--- src/tsqc_pkg.sv ---
// Package for the touch sample qualifier and calibrator.
// Holds field widths, fixed thresholds, codes and the structs passed between modules.
// No dependencies.
package tsqc_pkg;

    localparam int RAW_W   = 12;
    localparam int COORD_W = 10;
    localparam int SUM_W   = 14;
    localparam int SIZE_W  = 11;
    localparam int CNT_W   = 2;
    localparam int ROT_W   = 2;
    localparam int KIND_W  = 2;
    localparam int NUM_W   = 23;
    localparam int DEN_W   = 12;
    localparam int ADDR_W  = 5;
    localparam int DATA_W  = 32;
    localparam int IDX_W   = 3;

    localparam logic [RAW_W-1:0] Y_CEILING = 12'd4000;
    localparam logic [RAW_W-1:0] XZ_FLOOR  = 12'd50;
    localparam int               CAL_EDGE  = 15;

    localparam int               RECIP_SHIFT = 17;
    localparam logic [16:0]      RECIP3      = 17'd43691;

    localparam logic [KIND_W-1:0] EVT_PRESSED  = 2'd0;
    localparam logic [KIND_W-1:0] EVT_HELD     = 2'd1;
    localparam logic [KIND_W-1:0] EVT_RELEASED = 2'd2;

    localparam logic [ROT_W-1:0] ROT_LANDSCAPE     = 2'd0;
    localparam logic [ROT_W-1:0] ROT_PORTRAIT      = 2'd1;
    localparam logic [ROT_W-1:0] ROT_LANDSCAPE_INV = 2'd2;
    localparam logic [ROT_W-1:0] ROT_PORTRAIT_INV  = 2'd3;

    localparam logic [IDX_W-1:0] REG_PRESSURE_LIMIT = 3'd0;
    localparam logic [IDX_W-1:0] REG_CAL_X_LOW      = 3'd1;
    localparam logic [IDX_W-1:0] REG_CAL_X_HIGH     = 3'd2;
    localparam logic [IDX_W-1:0] REG_CAL_Y_LOW      = 3'd3;
    localparam logic [IDX_W-1:0] REG_CAL_Y_HIGH     = 3'd4;
    localparam logic [IDX_W-1:0] REG_SENSOR_WIDTH   = 3'd5;
    localparam logic [IDX_W-1:0] REG_SENSOR_HEIGHT  = 3'd6;
    localparam logic [IDX_W-1:0] REG_ROTATION       = 3'd7;

    typedef struct packed {
        logic [SUM_W-1:0] sum_x;
        logic [SUM_W-1:0] sum_y;
        logic [SUM_W-1:0] sum_z;
        logic [CNT_W-1:0] valid_count;
        logic             good;
    } job_t;

    typedef struct packed {
        logic [RAW_W-1:0]  cal_x_low;
        logic [RAW_W-1:0]  cal_x_high;
        logic [RAW_W-1:0]  cal_y_low;
        logic [RAW_W-1:0]  cal_y_high;
        logic [SIZE_W-1:0] sensor_width;
        logic [SIZE_W-1:0] sensor_height;
        logic [ROT_W-1:0]  rotation;
    } cal_t;

    typedef struct packed {
        logic [COORD_W-1:0] touch_x;
        logic [COORD_W-1:0] touch_y;
        logic [RAW_W-1:0]   pressure;
        logic [KIND_W-1:0]  event_kind;
    } result_t;

endpackage

--- src/tsqc_fifo.sv ---
// Small register-based first-in first-out queue of generic width and depth.
// Used between the front and back parts and in front of the result ports.
// No dependencies.
module tsqc_fifo #(
    parameter int WIDTH = 8,
    parameter int DEPTH = 2
) (
    input  logic             clk,
    input  logic             rst_n,
    input  logic             push,
    input  logic [WIDTH-1:0] wr_data,
    output logic             full,
    input  logic             pop,
    output logic [WIDTH-1:0] rd_data,
    output logic             empty
);

    localparam int PTR_W = (DEPTH > 1) ? $clog2(DEPTH) : 1;
    localparam int CNT_W = $clog2(DEPTH + 1);

    logic [WIDTH-1:0] mem_reg [DEPTH];
    logic [PTR_W-1:0] wr_ptr_reg;
    logic [PTR_W-1:0] rd_ptr_reg;
    logic [CNT_W-1:0] count_reg;
    logic             do_push;
    logic             do_pop;

    assign full    = (count_reg == CNT_W'(DEPTH));
    assign empty   = (count_reg == '0);
    assign do_push = push && !full;
    assign do_pop  = pop && !empty;
    assign rd_data = mem_reg[rd_ptr_reg];

    always_ff @(posedge clk or negedge rst_n)
    begin
        if (!rst_n)
        begin
            wr_ptr_reg <= '0;
            rd_ptr_reg <= '0;
            count_reg  <= '0;
        end
        else
        begin
            if (do_push)
            begin
                wr_ptr_reg <= (wr_ptr_reg == PTR_W'(DEPTH - 1)) ? '0 : wr_ptr_reg + 1'b1;
            end
            if (do_pop)
            begin
                rd_ptr_reg <= (rd_ptr_reg == PTR_W'(DEPTH - 1)) ? '0 : rd_ptr_reg + 1'b1;
            end
            if (do_push && !do_pop)
            begin
                count_reg <= count_reg + 1'b1;
            end
            else if (do_pop && !do_push)
            begin
                count_reg <= count_reg - 1'b1;
            end
        end
    end

    always_ff @(posedge clk)
    begin
        if (do_push)
        begin
            mem_reg[wr_ptr_reg] <= wr_data;
        end
    end

endmodule

--- src/tsqc_front.sv ---
// Front part: qualifies each ADC sample and accumulates valid ones over a burst.
// At the end of a burst it pushes one job into the job queue.
// Depends on tsqc_pkg.
module tsqc_front #(
    parameter int SAMPLES_PER_REPORT = 3
) (
    input  logic                        clk,
    input  logic                        rst_n,
    input  logic                        push,
    output logic                        full,
    input  logic [tsqc_pkg::RAW_W-1:0]  raw_x,
    input  logic [tsqc_pkg::RAW_W-1:0]  raw_y,
    input  logic [tsqc_pkg::RAW_W-1:0]  raw_z1,
    input  logic [tsqc_pkg::RAW_W-1:0]  pressure_limit,
    output tsqc_pkg::job_t              job,
    output logic                        job_push,
    input  logic                        job_full
);

    import tsqc_pkg::*;

    localparam logic [CNT_W-1:0] BURST_LEN = CNT_W'(SAMPLES_PER_REPORT);
    localparam logic [CNT_W-1:0] HALF_LEN  = CNT_W'(SAMPLES_PER_REPORT / 2);

    logic [CNT_W-1:0] burst_count_reg;
    logic [CNT_W-1:0] valid_count_reg;
    logic [SUM_W-1:0] sum_x_reg;
    logic [SUM_W-1:0] sum_y_reg;
    logic [SUM_W-1:0] sum_z_reg;

    logic             accept;
    logic             sample_ok;
    logic             burst_end;
    logic [CNT_W-1:0] burst_count_next;
    logic [CNT_W-1:0] valid_count_next;
    logic [SUM_W-1:0] sum_x_next;
    logic [SUM_W-1:0] sum_y_next;
    logic [SUM_W-1:0] sum_z_next;

    assign full   = job_full;
    assign accept = push && !job_full;

    assign sample_ok = (raw_y < Y_CEILING) && (raw_x > XZ_FLOOR) &&
                       (raw_z1 >= XZ_FLOOR) && (raw_z1 < pressure_limit);

    always_comb
    begin
        burst_count_next = burst_count_reg + 1'b1;
        valid_count_next = valid_count_reg;
        sum_x_next       = sum_x_reg;
        sum_y_next       = sum_y_reg;
        sum_z_next       = sum_z_reg;
        if (sample_ok)
        begin
            valid_count_next = valid_count_reg + 1'b1;
            sum_x_next       = sum_x_reg + SUM_W'(raw_x);
            sum_y_next       = sum_y_reg + SUM_W'(raw_y);
            sum_z_next       = sum_z_reg + SUM_W'(raw_z1);
        end
    end

    assign burst_end = (burst_count_next == BURST_LEN);

    assign job_push          = accept && burst_end;
    assign job.sum_x         = sum_x_next;
    assign job.sum_y         = sum_y_next;
    assign job.sum_z         = sum_z_next;
    assign job.valid_count   = valid_count_next;
    assign job.good          = (valid_count_next != '0) && (valid_count_next >= HALF_LEN);

    always_ff @(posedge clk or negedge rst_n)
    begin
        if (!rst_n)
        begin
            burst_count_reg <= '0;
            valid_count_reg <= '0;
            sum_x_reg       <= '0;
            sum_y_reg       <= '0;
            sum_z_reg       <= '0;
        end
        else if (accept)
        begin
            if (burst_end)
            begin
                burst_count_reg <= '0;
                valid_count_reg <= '0;
                sum_x_reg       <= '0;
                sum_y_reg       <= '0;
                sum_z_reg       <= '0;
            end
            else
            begin
                burst_count_reg <= burst_count_next;
                valid_count_reg <= valid_count_next;
                sum_x_reg       <= sum_x_next;
                sum_y_reg       <= sum_y_next;
                sum_z_reg       <= sum_z_next;
            end
        end
    end

endmodule

--- src/tsqc_div.sv ---
// Serial restoring divider for unsigned magnitudes, one quotient bit per cycle.
// Used by the back part for the calibration map of each axis.
// Depends on tsqc_pkg.
module tsqc_div (
    input  logic                        clk,
    input  logic                        rst_n,
    input  logic                        start,
    input  logic [tsqc_pkg::NUM_W-1:0]  dividend,
    input  logic [tsqc_pkg::DEN_W-1:0]  divisor,
    output logic                        busy,
    output logic [tsqc_pkg::NUM_W-1:0]  quotient
);

    import tsqc_pkg::*;

    localparam int STEP_W = $clog2(NUM_W + 1);

    logic [DEN_W-1:0]  rem_reg;
    logic [NUM_W-1:0]  quo_reg;
    logic [DEN_W-1:0]  div_reg;
    logic [STEP_W-1:0] step_reg;
    logic              busy_reg;

    logic [DEN_W:0]    trial;
    logic [DEN_W:0]    trial_sub;
    logic              fits;

    assign trial     = {rem_reg, quo_reg[NUM_W-1]};
    assign fits      = (trial >= {1'b0, div_reg});
    assign trial_sub = trial - {1'b0, div_reg};
    assign busy      = busy_reg;
    assign quotient  = quo_reg;

    always_ff @(posedge clk or negedge rst_n)
    begin
        if (!rst_n)
        begin
            busy_reg <= 1'b0;
            step_reg <= '0;
        end
        else if (start)
        begin
            busy_reg <= 1'b1;
            step_reg <= STEP_W'(NUM_W);
        end
        else if (busy_reg)
        begin
            step_reg <= step_reg - 1'b1;
            if (step_reg == STEP_W'(1))
            begin
                busy_reg <= 1'b0;
            end
        end
    end

    always_ff @(posedge clk)
    begin
        if (start)
        begin
            rem_reg <= '0;
            quo_reg <= dividend;
            div_reg <= divisor;
        end
        else if (busy_reg)
        begin
            rem_reg <= fits ? trial_sub[DEN_W-1:0] : trial[DEN_W-1:0];
            quo_reg <= {quo_reg[NUM_W-2:0], fits};
        end
    end

endmodule

--- src/tsqc_back.sv ---
// Back part: averages a burst, maps both axes through the calibration, clamps,
// rotates and tracks the touch state to produce pressed, held and released events.
// Depends on tsqc_pkg and tsqc_div.
module tsqc_back (
    input  logic                clk,
    input  logic                rst_n,
    input  tsqc_pkg::job_t      job,
    input  logic                job_empty,
    output logic                job_pop,
    input  tsqc_pkg::cal_t      cal,
    output tsqc_pkg::result_t   res,
    output logic                res_push,
    input  logic                res_full
);

    import tsqc_pkg::*;

    typedef enum logic [2:0] {
        ST_IDLE,
        ST_AVG,
        ST_PROD,
        ST_DIV,
        ST_CLAMP,
        ST_ROTATE,
        ST_EMIT
    } state_t;

    state_t               state_reg;
    job_t                 job_reg;
    logic [1:0]           avg_idx_reg;
    logic [RAW_W-1:0]     avg_x_reg;
    logic [RAW_W-1:0]     avg_y_reg;
    logic [RAW_W-1:0]     avg_z_reg;
    logic                 neg_x_reg;
    logic                 neg_y_reg;
    logic                 dzero_x_reg;
    logic                 dzero_y_reg;
    logic [SIZE_W-1:0]    nx_reg;
    logic [SIZE_W-1:0]    ny_reg;
    logic                 touching_reg;
    logic [COORD_W-1:0]   last_x_reg;
    logic [COORD_W-1:0]   last_y_reg;
    result_t              res_reg;

    logic [SUM_W-1:0]     sum_sel;
    logic [SUM_W+16:0]    prod3;
    logic [RAW_W-1:0]     avg_val;

    logic signed [RAW_W:0]    diff_x;
    logic signed [RAW_W:0]    diff_y;
    logic signed [SIZE_W:0]   span_x;
    logic signed [SIZE_W:0]   span_y;
    logic signed [24:0]       prod_x;
    logic signed [24:0]       prod_y;
    logic signed [RAW_W:0]    den_x;
    logic signed [RAW_W:0]    den_y;
    logic [NUM_W-1:0]         mag_x;
    logic [NUM_W-1:0]         mag_y;
    logic [DEN_W-1:0]         den_mag_x;
    logic [DEN_W-1:0]         den_mag_y;

    logic                     div_start;
    logic                     busy_x;
    logic                     busy_y;
    logic [NUM_W-1:0]         quo_x;
    logic [NUM_W-1:0]         quo_y;

    logic signed [12:0]       dx;
    logic signed [12:0]       dy;
    logic signed [12:0]       w_edge;
    logic signed [12:0]       h_edge;

    function automatic logic [SIZE_W-1:0] clamp_axis(
        input logic [NUM_W-1:0]  q,
        input logic              neg,
        input logic              dzero,
        input logic [SIZE_W-1:0] size
    );
        logic signed [24:0] cal_v;
        logic signed [24:0] n;
        logic signed [24:0] lim;
        cal_v = $signed({2'b00, q});
        if (dzero)
        begin
            cal_v = '0;
        end
        else if (neg)
        begin
            cal_v = -cal_v;
        end
        n   = cal_v + $signed(25'(CAL_EDGE));
        lim = $signed({14'b0, size}) - 25'sd1;
        if (n > lim)
        begin
            n = lim;
        end
        if (n < 0)
        begin
            n = '0;
        end
        return n[SIZE_W-1:0];
    endfunction

    function automatic logic [COORD_W-1:0] sat_coord(input logic signed [12:0] v);
        logic [COORD_W-1:0] r;
        if (v < 0)
        begin
            r = '0;
        end
        else if (v > $signed(13'((1 << COORD_W) - 1)))
        begin
            r = '1;
        end
        else
        begin
            r = v[COORD_W-1:0];
        end
        return r;
    endfunction

    assign job_pop  = (state_reg == ST_IDLE) && !job_empty;
    assign res_push = (state_reg == ST_EMIT) && !res_full;
    assign res      = res_reg;

    always_comb
    begin
        unique case (avg_idx_reg)
            2'd0:    sum_sel = job_reg.sum_x;
            2'd1:    sum_sel = job_reg.sum_y;
            default: sum_sel = job_reg.sum_z;
        endcase
    end

    assign prod3 = (SUM_W+17)'(sum_sel) * (SUM_W+17)'(RECIP3);

    always_comb
    begin
        unique case (job_reg.valid_count)
            2'd1:    avg_val = sum_sel[RAW_W-1:0];
            2'd2:    avg_val = sum_sel[RAW_W:1];
            2'd3:    avg_val = prod3[RECIP_SHIFT+RAW_W-1:RECIP_SHIFT];
            default: avg_val = '0;
        endcase
    end

    assign diff_x = $signed({1'b0, avg_x_reg}) - $signed({1'b0, cal.cal_x_low});
    assign diff_y = $signed({1'b0, avg_y_reg}) - $signed({1'b0, cal.cal_y_low});
    assign span_x = $signed({1'b0, cal.sensor_width}) - $signed((SIZE_W+1)'(2 * CAL_EDGE));
    assign span_y = $signed({1'b0, cal.sensor_height}) - $signed((SIZE_W+1)'(2 * CAL_EDGE));
    assign prod_x = diff_x * span_x;
    assign prod_y = diff_y * span_y;
    assign den_x  = $signed({1'b0, cal.cal_x_high}) - $signed({1'b0, cal.cal_x_low});
    assign den_y  = $signed({1'b0, cal.cal_y_high}) - $signed({1'b0, cal.cal_y_low});

    assign mag_x     = prod_x[24] ? NUM_W'(-prod_x) : prod_x[NUM_W-1:0];
    assign mag_y     = prod_y[24] ? NUM_W'(-prod_y) : prod_y[NUM_W-1:0];
    assign den_mag_x = den_x[RAW_W] ? DEN_W'(-den_x) : den_x[DEN_W-1:0];
    assign den_mag_y = den_y[RAW_W] ? DEN_W'(-den_y) : den_y[DEN_W-1:0];

    assign div_start = (state_reg == ST_PROD);

    tsqc_div u_div_x (
        .clk      (clk),
        .rst_n    (rst_n),
        .start    (div_start),
        .dividend (mag_x),
        .divisor  (den_mag_x),
        .busy     (busy_x),
        .quotient (quo_x)
    );

    tsqc_div u_div_y (
        .clk      (clk),
        .rst_n    (rst_n),
        .start    (div_start),
        .dividend (mag_y),
        .divisor  (den_mag_y),
        .busy     (busy_y),
        .quotient (quo_y)
    );

    assign w_edge = $signed({2'b00, cal.sensor_width}) - 13'sd1 - $signed({2'b00, nx_reg});
    assign h_edge = $signed({2'b00, cal.sensor_height}) - 13'sd1 - $signed({2'b00, ny_reg});

    always_comb
    begin
        unique case (cal.rotation)
            ROT_LANDSCAPE:
            begin
                dx = $signed({2'b00, ny_reg});
                dy = w_edge;
            end
            ROT_PORTRAIT:
            begin
                dx = $signed({2'b00, nx_reg});
                dy = $signed({2'b00, ny_reg});
            end
            ROT_LANDSCAPE_INV:
            begin
                dx = h_edge;
                dy = $signed({2'b00, nx_reg});
            end
            ROT_PORTRAIT_INV:
            begin
                dx = w_edge;
                dy = h_edge;
            end
        endcase
    end

    always_ff @(posedge clk or negedge rst_n)
    begin
        if (!rst_n)
        begin
            state_reg    <= ST_IDLE;
            avg_idx_reg  <= '0;
            touching_reg <= 1'b0;
            last_x_reg   <= '0;
            last_y_reg   <= '0;
        end
        else
        begin
            unique case (state_reg)
                ST_IDLE:
                begin
                    if (!job_empty)
                    begin
                        job_reg <= job;
                        if (job.good)
                        begin
                            avg_idx_reg <= '0;
                            state_reg   <= ST_AVG;
                        end
                        else if (touching_reg)
                        begin
                            res_reg.touch_x    <= last_x_reg;
                            res_reg.touch_y    <= last_y_reg;
                            res_reg.pressure   <= '0;
                            res_reg.event_kind <= EVT_RELEASED;
                            touching_reg       <= 1'b0;
                            state_reg          <= ST_EMIT;
                        end
                    end
                end
                ST_AVG:
                begin
                    unique case (avg_idx_reg)
                        2'd0:    avg_x_reg <= avg_val;
                        2'd1:    avg_y_reg <= avg_val;
                        default: avg_z_reg <= avg_val;
                    endcase
                    if (avg_idx_reg == 2'd2)
                    begin
                        state_reg <= ST_PROD;
                    end
                    else
                    begin
                        avg_idx_reg <= avg_idx_reg + 1'b1;
                    end
                end
                ST_PROD:
                begin
                    neg_x_reg   <= prod_x[24] ^ den_x[RAW_W];
                    neg_y_reg   <= prod_y[24] ^ den_y[RAW_W];
                    dzero_x_reg <= (den_x == '0);
                    dzero_y_reg <= (den_y == '0);
                    state_reg   <= ST_DIV;
                end
                ST_DIV:
                begin
                    if (!busy_x && !busy_y)
                    begin
                        state_reg <= ST_CLAMP;
                    end
                end
                ST_CLAMP:
                begin
                    nx_reg    <= clamp_axis(quo_x, neg_x_reg, dzero_x_reg, cal.sensor_width);
                    ny_reg    <= clamp_axis(quo_y, neg_y_reg, dzero_y_reg, cal.sensor_height);
                    state_reg <= ST_ROTATE;
                end
                ST_ROTATE:
                begin
                    res_reg.touch_x    <= sat_coord(dx);
                    res_reg.touch_y    <= sat_coord(dy);
                    res_reg.pressure   <= avg_z_reg;
                    res_reg.event_kind <= touching_reg ? EVT_HELD : EVT_PRESSED;
                    last_x_reg         <= sat_coord(dx);
                    last_y_reg         <= sat_coord(dy);
                    touching_reg       <= 1'b1;
                    state_reg          <= ST_EMIT;
                end
                ST_EMIT:
                begin
                    if (!res_full)
                    begin
                        state_reg <= ST_IDLE;
                    end
                end
                default:
                begin
                    state_reg <= ST_IDLE;
                end
            endcase
        end
    end

endmodule

--- src/touch_sample_qualify_calibrate_top.sv ---
// Top level of the touch sample qualifier and calibrator.
// Holds the configuration registers and connects front, job queue, back and result queue.
// Depends on tsqc_pkg, tsqc_fifo, tsqc_front, tsqc_back and tsqc_div.
//
// Usage:
// Samples enter through push/full, one (raw_x, raw_y, raw_z1) triple per beat.
// Events leave through empty/pop; the oldest event sits on touch_x, touch_y,
// pressure and event_kind while empty is low.
// The front accepts one beat per cycle while the job queue has room. Every
// SAMPLES_PER_REPORT beats it hands one burst to the back part.
// In the back part a burst that yields a touch event passes averaging, the products,
// the 23-step serial dividers of the calibration map, clamping, rotation and emit;
// an empty burst that ends a touch goes straight to emit as a release, else yields
// nothing. The next job is taken only once the last event is in the result queue.
// When the receiver stalls, results collect in the result queue, then the back
// part holds, then the job queue fills and full rises.
// Reset empties both queues, clears the accumulators and the touch state, and loads the
// configuration registers with their default values. The user must write configuration
// over the APB port only while the block is idle; the block does not enforce it.
module touch_sample_qualify_calibrate_top #(
    parameter int SAMPLES_PER_REPORT = 3,
    parameter int JOB_DEPTH          = 2,
    parameter int RESULT_DEPTH       = 2
) (
    input  logic                          clk,
    input  logic                          rst_n,
    input  logic                          push,
    output logic                          full,
    input  logic [tsqc_pkg::RAW_W-1:0]    raw_x,
    input  logic [tsqc_pkg::RAW_W-1:0]    raw_y,
    input  logic [tsqc_pkg::RAW_W-1:0]    raw_z1,
    output logic                          empty,
    input  logic                          pop,
    output logic [tsqc_pkg::COORD_W-1:0]  touch_x,
    output logic [tsqc_pkg::COORD_W-1:0]  touch_y,
    output logic [tsqc_pkg::RAW_W-1:0]    pressure,
    output logic [tsqc_pkg::KIND_W-1:0]   event_kind,
    input  logic                          psel,
    input  logic                          penable,
    input  logic                          pwrite,
    input  logic [tsqc_pkg::ADDR_W-1:0]   paddr,
    input  logic [tsqc_pkg::DATA_W-1:0]   pwdata,
    output logic [tsqc_pkg::DATA_W-1:0]   prdata,
    output logic                          pready
);

    import tsqc_pkg::*;

    logic [RAW_W-1:0]  pressure_limit_reg;
    logic [RAW_W-1:0]  cal_x_low_reg;
    logic [RAW_W-1:0]  cal_x_high_reg;
    logic [RAW_W-1:0]  cal_y_low_reg;
    logic [RAW_W-1:0]  cal_y_high_reg;
    logic [SIZE_W-1:0] sensor_width_reg;
    logic [SIZE_W-1:0] sensor_height_reg;
    logic [ROT_W-1:0]  rotation_reg;

    logic              cfg_write;
    logic [IDX_W-1:0]  cfg_idx;
    cal_t              cal;

    job_t              front_job;
    job_t              back_job;
    logic [$bits(job_t)-1:0]    back_job_bits;
    logic              job_push;
    logic              job_full;
    logic              job_empty;
    logic              job_pop;

    result_t           back_res;
    result_t           out_res;
    logic [$bits(result_t)-1:0] out_res_bits;
    logic              res_push;
    logic              res_full;

    assign pready    = 1'b1;
    assign cfg_write = psel && penable && pwrite && pready;
    assign cfg_idx   = paddr[ADDR_W-1:2];

    always_ff @(posedge clk or negedge rst_n)
    begin
        if (!rst_n)
        begin
            pressure_limit_reg <= 12'd4095;
            cal_x_low_reg      <= 12'd0;
            cal_x_high_reg     <= 12'd4095;
            cal_y_low_reg      <= 12'd0;
            cal_y_high_reg     <= 12'd4095;
            sensor_width_reg   <= 11'd320;
            sensor_height_reg  <= 11'd480;
            rotation_reg       <= ROT_PORTRAIT;
        end
        else if (cfg_write)
        begin
            unique case (cfg_idx)
                REG_PRESSURE_LIMIT: pressure_limit_reg <= pwdata[RAW_W-1:0];
                REG_CAL_X_LOW:      cal_x_low_reg      <= pwdata[RAW_W-1:0];
                REG_CAL_X_HIGH:     cal_x_high_reg     <= pwdata[RAW_W-1:0];
                REG_CAL_Y_LOW:      cal_y_low_reg      <= pwdata[RAW_W-1:0];
                REG_CAL_Y_HIGH:     cal_y_high_reg     <= pwdata[RAW_W-1:0];
                REG_SENSOR_WIDTH:   sensor_width_reg   <= pwdata[SIZE_W-1:0];
                REG_SENSOR_HEIGHT:  sensor_height_reg  <= pwdata[SIZE_W-1:0];
                REG_ROTATION:       rotation_reg       <= pwdata[ROT_W-1:0];
            endcase
        end
    end

    always_comb
    begin
        unique case (cfg_idx)
            REG_PRESSURE_LIMIT: prdata = DATA_W'(pressure_limit_reg);
            REG_CAL_X_LOW:      prdata = DATA_W'(cal_x_low_reg);
            REG_CAL_X_HIGH:     prdata = DATA_W'(cal_x_high_reg);
            REG_CAL_Y_LOW:      prdata = DATA_W'(cal_y_low_reg);
            REG_CAL_Y_HIGH:     prdata = DATA_W'(cal_y_high_reg);
            REG_SENSOR_WIDTH:   prdata = DATA_W'(sensor_width_reg);
            REG_SENSOR_HEIGHT:  prdata = DATA_W'(sensor_height_reg);
            REG_ROTATION:       prdata = DATA_W'(rotation_reg);
        endcase
    end

    assign cal.cal_x_low     = cal_x_low_reg;
    assign cal.cal_x_high    = cal_x_high_reg;
    assign cal.cal_y_low     = cal_y_low_reg;
    assign cal.cal_y_high    = cal_y_high_reg;
    assign cal.sensor_width  = sensor_width_reg;
    assign cal.sensor_height = sensor_height_reg;
    assign cal.rotation      = rotation_reg;

    tsqc_front #(
        .SAMPLES_PER_REPORT (SAMPLES_PER_REPORT)
    ) u_front (
        .clk            (clk),
        .rst_n          (rst_n),
        .push           (push),
        .full           (full),
        .raw_x          (raw_x),
        .raw_y          (raw_y),
        .raw_z1         (raw_z1),
        .pressure_limit (pressure_limit_reg),
        .job            (front_job),
        .job_push       (job_push),
        .job_full       (job_full)
    );

    tsqc_fifo #(
        .WIDTH ($bits(job_t)),
        .DEPTH (JOB_DEPTH)
    ) u_job_fifo (
        .clk     (clk),
        .rst_n   (rst_n),
        .push    (job_push),
        .wr_data (front_job),
        .full    (job_full),
        .pop     (job_pop),
        .rd_data (back_job_bits),
        .empty   (job_empty)
    );

    assign back_job = job_t'(back_job_bits);

    tsqc_back u_back (
        .clk       (clk),
        .rst_n     (rst_n),
        .job       (back_job),
        .job_empty (job_empty),
        .job_pop   (job_pop),
        .cal       (cal),
        .res       (back_res),
        .res_push  (res_push),
        .res_full  (res_full)
    );

    tsqc_fifo #(
        .WIDTH ($bits(result_t)),
        .DEPTH (RESULT_DEPTH)
    ) u_res_fifo (
        .clk     (clk),
        .rst_n   (rst_n),
        .push    (res_push),
        .wr_data (back_res),
        .full    (res_full),
        .pop     (pop),
        .rd_data (out_res_bits),
        .empty   (empty)
    );

    assign out_res    = result_t'(out_res_bits);
    assign touch_x    = out_res.touch_x;
    assign touch_y    = out_res.touch_y;
    assign pressure   = out_res.pressure;
    assign event_kind = out_res.event_kind;

    a_release_zero_pressure: assert property (
        @(posedge clk) disable iff (!rst_n)
        (!empty && event_kind == EVT_RELEASED) |-> (pressure == '0)
    ) else $error("Released event carries nonzero pressure.");

    a_kind_known: assert property (
        @(posedge clk) disable iff (!rst_n)
        !empty |-> (event_kind == EVT_PRESSED || event_kind == EVT_HELD ||
                    event_kind == EVT_RELEASED)
    ) else $error("Event kind outside the defined codes.");

    a_full_follows_jobs: assert property (
        @(posedge clk) disable iff (!rst_n)
        full |-> job_empty == 1'b0
    ) else $error("Front stalls while the job queue is empty.");

endmodule

--- config.mk ---
export PLATFORM = sky130hd
export DESIGN_NAME = touch_sample_qualify_calibrate_top
export DESIGN_NICKNAME = d
export VERILOG_FILES = /design/src/tsqc_pkg.sv /design/src/tsqc_fifo.sv /design/src/tsqc_front.sv /design/src/tsqc_div.sv /design/src/tsqc_back.sv /design/src/touch_sample_qualify_calibrate_top.sv
export SDC_FILE = /design/constraint.sdc
export NUM_CORES = 2
export LEC_CHECK = 0
export BUFFER_PORTS_ARGS = -buffer_cell sky130_fd_sc_hd__buf_2
export CAP_MARGIN = 5
export CORE_ASPECT_RATIO = 1.75
export CORE_UTILIZATION = 53
export DETAILED_ROUTE_END_ITERATION = 12
export PLACE_DENSITY = 0.68
export SLEW_MARGIN = 30
export SYNTH_ARGS = -nofsm -noshare
export SYNTH_HDL_FRONTEND = slang
export SYNTH_SLANG_ARGS = --single-unit
--- constraint.sdc ---
create_clock -name clk -period 21.1 [get_ports clk]
set_clock_uncertainty 0.2 [all_clocks]
set_input_delay 1.055 -clock clk [delete_from_list [all_inputs] [get_ports clk]]
set_output_delay 1.055 -clock clk [all_outputs]
set_load 0.01 [all_outputs]
# ---- Yosys cells after proc, flatten, opt, wreduce, memory -nomap -nowiden
# Memory sizes are Yosys's and may differ from the RTL's.
# Cells that the tools add are included.
dict set report word_totals {
  memories 2
  output_inout_bits 69
  ramBits 158
  register_bits 410
}
dict set report classes {
  n_bitwise 4
  eq_ne 35
  mul 3
  n_reduce_logical 63
  mux 79
  n_addsub 38
  order_cmp 15
}
# name words width read_ports rd_ports_with_merged_regs wr line
set mem_list {}
lappend mem_list {u_job_fifo.mem_reg 2 45 1 0 1 tsqc_fifo.sv:21} ;# logic [WIDTH-1:0] mem_reg [DEPTH];
lappend mem_list {u_res_fifo.mem_reg 2 34 1 0 1 tsqc_fifo.sv:21}
# op count
set ops {}
lappend ops {{one-hot mux 32 bit (8 select lines)} 1}
lappend ops {{2-to-1 mux 25 bit} 10}
lappend ops {{2-to-1 mux 23 bit} 6}
lappend ops {{one-hot mux 13 bit (4 select lines)} 2}
lappend ops {{2-to-1 mux 34 bit} 3}
lappend ops {{2-to-1 mux 14 bit} 6}
lappend ops {{one-hot mux 34 bit (2 select lines)} 1}
lappend ops {{subtractor 12 x 12 -> 13 bit} 4}
lappend ops {{adder 25 x 5 -> 25 bit, second input constant} 2}
lappend ops {{> comparator 25 bit} 2}
lappend ops {{less-than comparator 25 x 1 -> 1 bit, second input constant} 2}
lappend ops {{multiplier 13 x 12 -> 25 bit} 2}
lappend ops {{negator 23 -> 25 bit} 2}
lappend ops {{2-to-1 mux 12 bit} 4}
lappend ops {{subtractor 11 x 1 -> 12 bit, second input constant} 4}
lappend ops {{negator 23 bit} 2}
lappend ops {{adder 14 x 12 -> 14 bit} 3}
lappend ops {{2-to-1 mux 10 bit} 4}
lappend ops {{one-hot mux 12 bit (3 select lines)} 1}
lappend ops {{multiplier 14 x 16 -> 29 bit, second input constant} 1}
lappend ops {{one-hot mux 14 bit (2 select lines)} 1}
lappend ops {{greater-or-equal comparator 13 x 12 -> 1 bit} 2}
lappend ops {{> comparator 13 x 11 -> 1 bit, second input constant} 2}
lappend ops {{zero test 13 bit} 2}
lappend ops {{42 further kinds} 168}

# ---- Depth between registers and ports, before layout
dict set report logic_depth {
  depth_word 9
  ltp_mapped 39
  mapped_depth_nobuf 35
}

# ---- Cells and area by module
# A second synthesis with hierarchy kept.
dict set report unflattened {
  cells_unflattened 5084
  area_unflattened_um2 51315.5
}
# mod area_per_inst_um2 n_inst cells_per_inst seq_area_each_um2
set by_module_without_submodules {}
lappend by_module_without_submodules {tsqc_back 30679.4 1 3507 4854.7}
lappend by_module_without_submodules {tsqc_div 2841.5 2 253 1441.4}
lappend by_module_without_submodules {tsqc_front 4377.9 1 487 1151.1}
lappend by_module_without_submodules {touch_sample_qualify_calibrate_top 4130.2 1 300 2155.8}
lappend by_module_without_submodules {{tsqc_fifo at u_job_fifo} 3643.5 1 159 2802.7}
lappend by_module_without_submodules {{tsqc_fifo at u_res_fifo} 2801.4 1 125 2142.1}

# ---- Least setup slack after synthesis
# Ideal clock, no wire load.
dict set report synth_path {
  path_kind {register to register}
  from {register u_back.avg_x_reg[0]}
  to {register u_back.u_div_x.quo_reg[21] (netlist: u_back.u_div_x.quotient[21]) (data pin)}
  path_slack_ps 12649
  n_path_buf 2
  arrival_ps 7992
  t_required_ps 20640
  path_stages_with_launch 37
  period_less_slack_ps 8451
  path_cell_list {edfxtp_1 > inv_1 > ha_1 > inv_1 > fa_1 > a21o_1 > a21oi_1 > o21ai_0 > a21oi_1 > nor2b_1 > o21a_1 > o31a_1 > o41ai_1 > clkbuf_1 > nand2_1 > fa_1 > inv_1 > ha_1 > inv_1 > fa_1 > inv_1 > fa_1 > inv_1 > fa_1 > inv_1 > ha_1 > a21oi_1 > nand2b_1 > nor4b_1 > o21ai_0 > a31oi_1 > o21ai_0 > nand3_1 > clkbuf_1 > a41oi_1 > xnor2_1 > mux2_2}
}
dict set report synth_between {
  elab_chain_cells 5
}
# element line
set synth_lines {}
lappend synth_lines {{start, declared} tsqc_back.sv:31} ;# logic [RAW_W-1:0] avg_x_reg;
lappend synth_lines {{start signal, assigned} tsqc_back.sv:248} ;# 2'd0: avg_x_reg <= avg_val;
lappend synth_lines {{subtractor 12 x 12 -> 13 bit *} tsqc_back.sv:146} ;# assign diff_x = $signed({1'b0, avg_x_reg}) - $signed({1'b0, cal.cal_x_low});
lappend synth_lines {{multiplier 13 x 12 -> 25 bit *} tsqc_back.sv:150} ;# assign prod_x = diff_x * span_x;
lappend synth_lines {{negator 23 bit} tsqc_back.sv:155} ;# assign mag_x = prod_x[24] ? NUM_W'(-prod_x) : prod_x[NUM_W-1:0];
lappend synth_lines {{2-to-1 mux 23 bit *} tsqc_back.sv:155}
lappend synth_lines {{2-to-1 mux 23 bit *} tsqc_div.sv:58} ;# if (start)
lappend synth_lines {{end signal, assigned} tsqc_div.sv:61} ;# quo_reg <= dividend;
lappend synth_lines {{end signal, assigned} tsqc_div.sv:67} ;# quo_reg <= {quo_reg[NUM_W-2:0], fits};
lappend synth_lines {{end, declared} tsqc_div.sv:19} ;# logic [NUM_W-1:0] quo_reg;
# Every way passes the cells marked *; elsewhere a longest branch is shown, timed or not.
# A chain may end at the register's enable or synchronous reset.

# ---- Worst setup path in the final report
# Same ends and word-level chain as after synthesis.

==> summary.txt <==
Status
  • Status: complete, but fails checks
  • Violated checks: design-rule violations

Worst setup path
  • Worst EP required: 21.27 ns
  • R2R Setup Slk: 11.12 ns
  • CP max stage delay: 0.79 ns
  • CP Capture Type: flip-flop
  • Critical path buffer and inverter count: 7
  • Crit Path Class: flip-flop to flip-flop
  • Cell mode on critical path: inv_1
  • CP Depth: 33
  • Worst path top cell family by delay: adder cells
  • CP Max Fanout: 21
  • Setup crit start: u_back.avg_x_reg[0]$_DFFE_PP_
  • Worst Reg-to-Reg Cells: 33
  • Startpoint Class: flip-flop
  • CP arrival: 10.15 ns
  • RR Startpoint: u_back.avg_x_reg[0]$_DFFE_PP_
  • Worst path slowest cell: nand3_1

Logic synthesis
  • Synth Flop Type: edfxtp_1
  • YS warnings: 0
  • Post-synth EDFFs: 368
  • #FFs+latches synth: 568
  • Area contributors post-synth: edfxtp_1, fa_1, ha_1
  • Synthesized instance count: 5020
  • Area leader, netlist: edfxtp_1
  • Most instantiated cells after synthesis: inv_1, nand2_1, ha_1
  • Syn avg cell area: 9.92 µm²
  • Distinct cells, synth: 102
  • Yosys top cell area share: 22.2%
  • FFs w/ async S/R, synth: 31.0%
  • Post-synthesis sequential area ratio: 32.1%
  • Mapped cell area: 0.0498 mm²
  • Leading cell type by number of instances after synthesis: inv_1

Clock tree
  • Clock Latency Late Sink: 0.63 ns
  • H-Tree Depth: 2
  • Reg clk slew, reported paths: 0.07 ns
  • Post-CTS sizing: 0
  • Hold buffers post-CTS: 0
  • Cts bufs inserted: 53
  • Root Driver: clkbuf_16
  • Sink Count: 568
  • TritonCTS clock tree: built
  • Post-CTS setup buffer count: 0
  • Clk buf depth: 3

Timing
  • Setup-failing EPs final: 0
  • Least-Margin Pin Slew: 1.04 ns
  • Fin crit share: 47.3%
  • TNS Setup: 0 ns
  • Maximum operating frequency: 100 MHz
  • Slew headroom: 30.0%
  • Hold slack: 0.227 ns
  • Final hold viol count: 0
  • Final WS setup: 11.12 ns
  • Min Tclk post-route: 9.98 ns
  • RSZ-0062 raised after global routing: no
  • Final-report max-slew violation count: 0

Cells and area
  • Fin nets: 5899
  • P&R area growth vs syn: 7.50%
  • Layout fillers: 8091
  • Final Non-Filler Cells: 6291
  • Share of cells above drive strength 1: 11.2%
  • Max reg flops: 90

Die
  • Rows: 148
  • Die height: 407 µm
  • Initial Utilization: 53.6%
  • Core Footprint: 0.0930 mm²
  • Die area: 0.0952 mm²
  • I/O Pins: 149
  • Die Wd: 234 µm

Routing
  • # DRC: 20
  • Iter 0 DRT Violations: 1901
  • Total wire length: 122 mm
  • Routed vias/inst: 5.72
  • Initial DRT Pass Iterations: 12
  • Post-DR wirelength/cell: 19.4 µm
  • DRT antenna net count: 0
  • Vias: 36000

Place
  • DP Cell Count: 6186
  • GPL Wtd Cong: 0.896
  • Port Buffers: 105
  • Pre-CTS setup slack: 11.11 ns
  • DP HPWL: 97.8 mm

GRT
  • Total gr overflow: 0
  • Initial antenna violation count: 10
  • Largest net degree at the start of global routing: 98
  • First-pass GRT wire length: 193 mm
  • Vias in the first global route: 37100
  • GRT Overall Usage: 26.0%

Hold path
  • Worst min path class: primary input to async pin

Run
  • Max-cap violations: 0
worst paths after layout:
path / endpoint
max: u_back.u_div_x.quotient[21]$_DFFE_PP_
min: u_front.sum_z_reg[5]$_DFFE_PN0P_
max reg2reg: u_back.u_div_x.quotient[21]$_DFFE_PP_
min reg2reg: u_res_fifo.mem_reg[1][28]$_DFFE_PP_
max in group asynchronous: u_back.last_x_reg[0]$_DFFE_PN0P_
min in group clk: u_res_fifo.mem_reg[1][28]$_DFFE_PP_
per-layer routing:
layer  part of all wire [%]  GRT usage (%)  routed length, µm
met2                     54           48.8              66100
met3                    4.3           3.28               5200
met5                  0.059              0                 72
met4                    6.2           14.6               7590
met1                     35           27.5              43000
final cells by class:
class,instances,area (µm²),share of cell area (%)
multi-input cells,3579,30600,57.2
well taps,1200,1500,2.80
repair buffers,162,981,1.83
diodes,6,15.0,0.0280
clock inverters,37,475,0.888
inverters,678,2540,4.75
clock buffers,61,1400,2.61
flip-flops and latches,568,16000,29.9
placed cells by master, fill, tap and decap left out, types with 16 or more instances in the layout:
cell type	n
inv_1	677
nand2_1	422
ha_1	415
edfxtp_1	368
fa_1	362
nor2_1	294
o21ai_0	261
a21oi_1	205
xnor2_1	201
mux2_2	151
dfrtp_1	131
xor2_1	122
nor2b_1	116
buf_2	104
nor3_1	79
and2_1	74
nand3_1	59
a22o_1	56
clkbuf_16	54
buf_4	54
a21o_1	53
nand2b_1	48
a31oi_1	44
dfstp_2	43
o21a_1	39
mux2i_1	37
or3_1	33
or2_2	31
and3_1	28
nand4_1	26
o211ai_1	25
dfxtp_1	24
a211oi_1	22
nor4_1	22
conb_1	21
a22oi_1	20
mux4_2	20
o22ai_1	18
o31ai_1	17
o21bai_1	16
per-stage QoR:
step           instance area [µm²]  util, %
6_report                     53500     57.6
5_1_grt                      53500     57.6
4_1_cts                      53500     57.5
3_5_place_dp                 51600     55.5
3_3_place_gp                 51500     55.4
2_1_floorplan                49900        -
cell families after synthesis:
kind of cell / synth area share, %
adders and majority gates: 25.0
DFF: 32.1
AOI/OAI and AO/OA: 11.9
muxes: 5.06
xor gates and xnor gates: 5.89
other: 0.0151
and+or+nand+nor: 13.1
buffers and inverters: 6.96
Power is not shown: default switching activity piles up to over one toggle a cycle in this logic, so the estimate is an artifact.
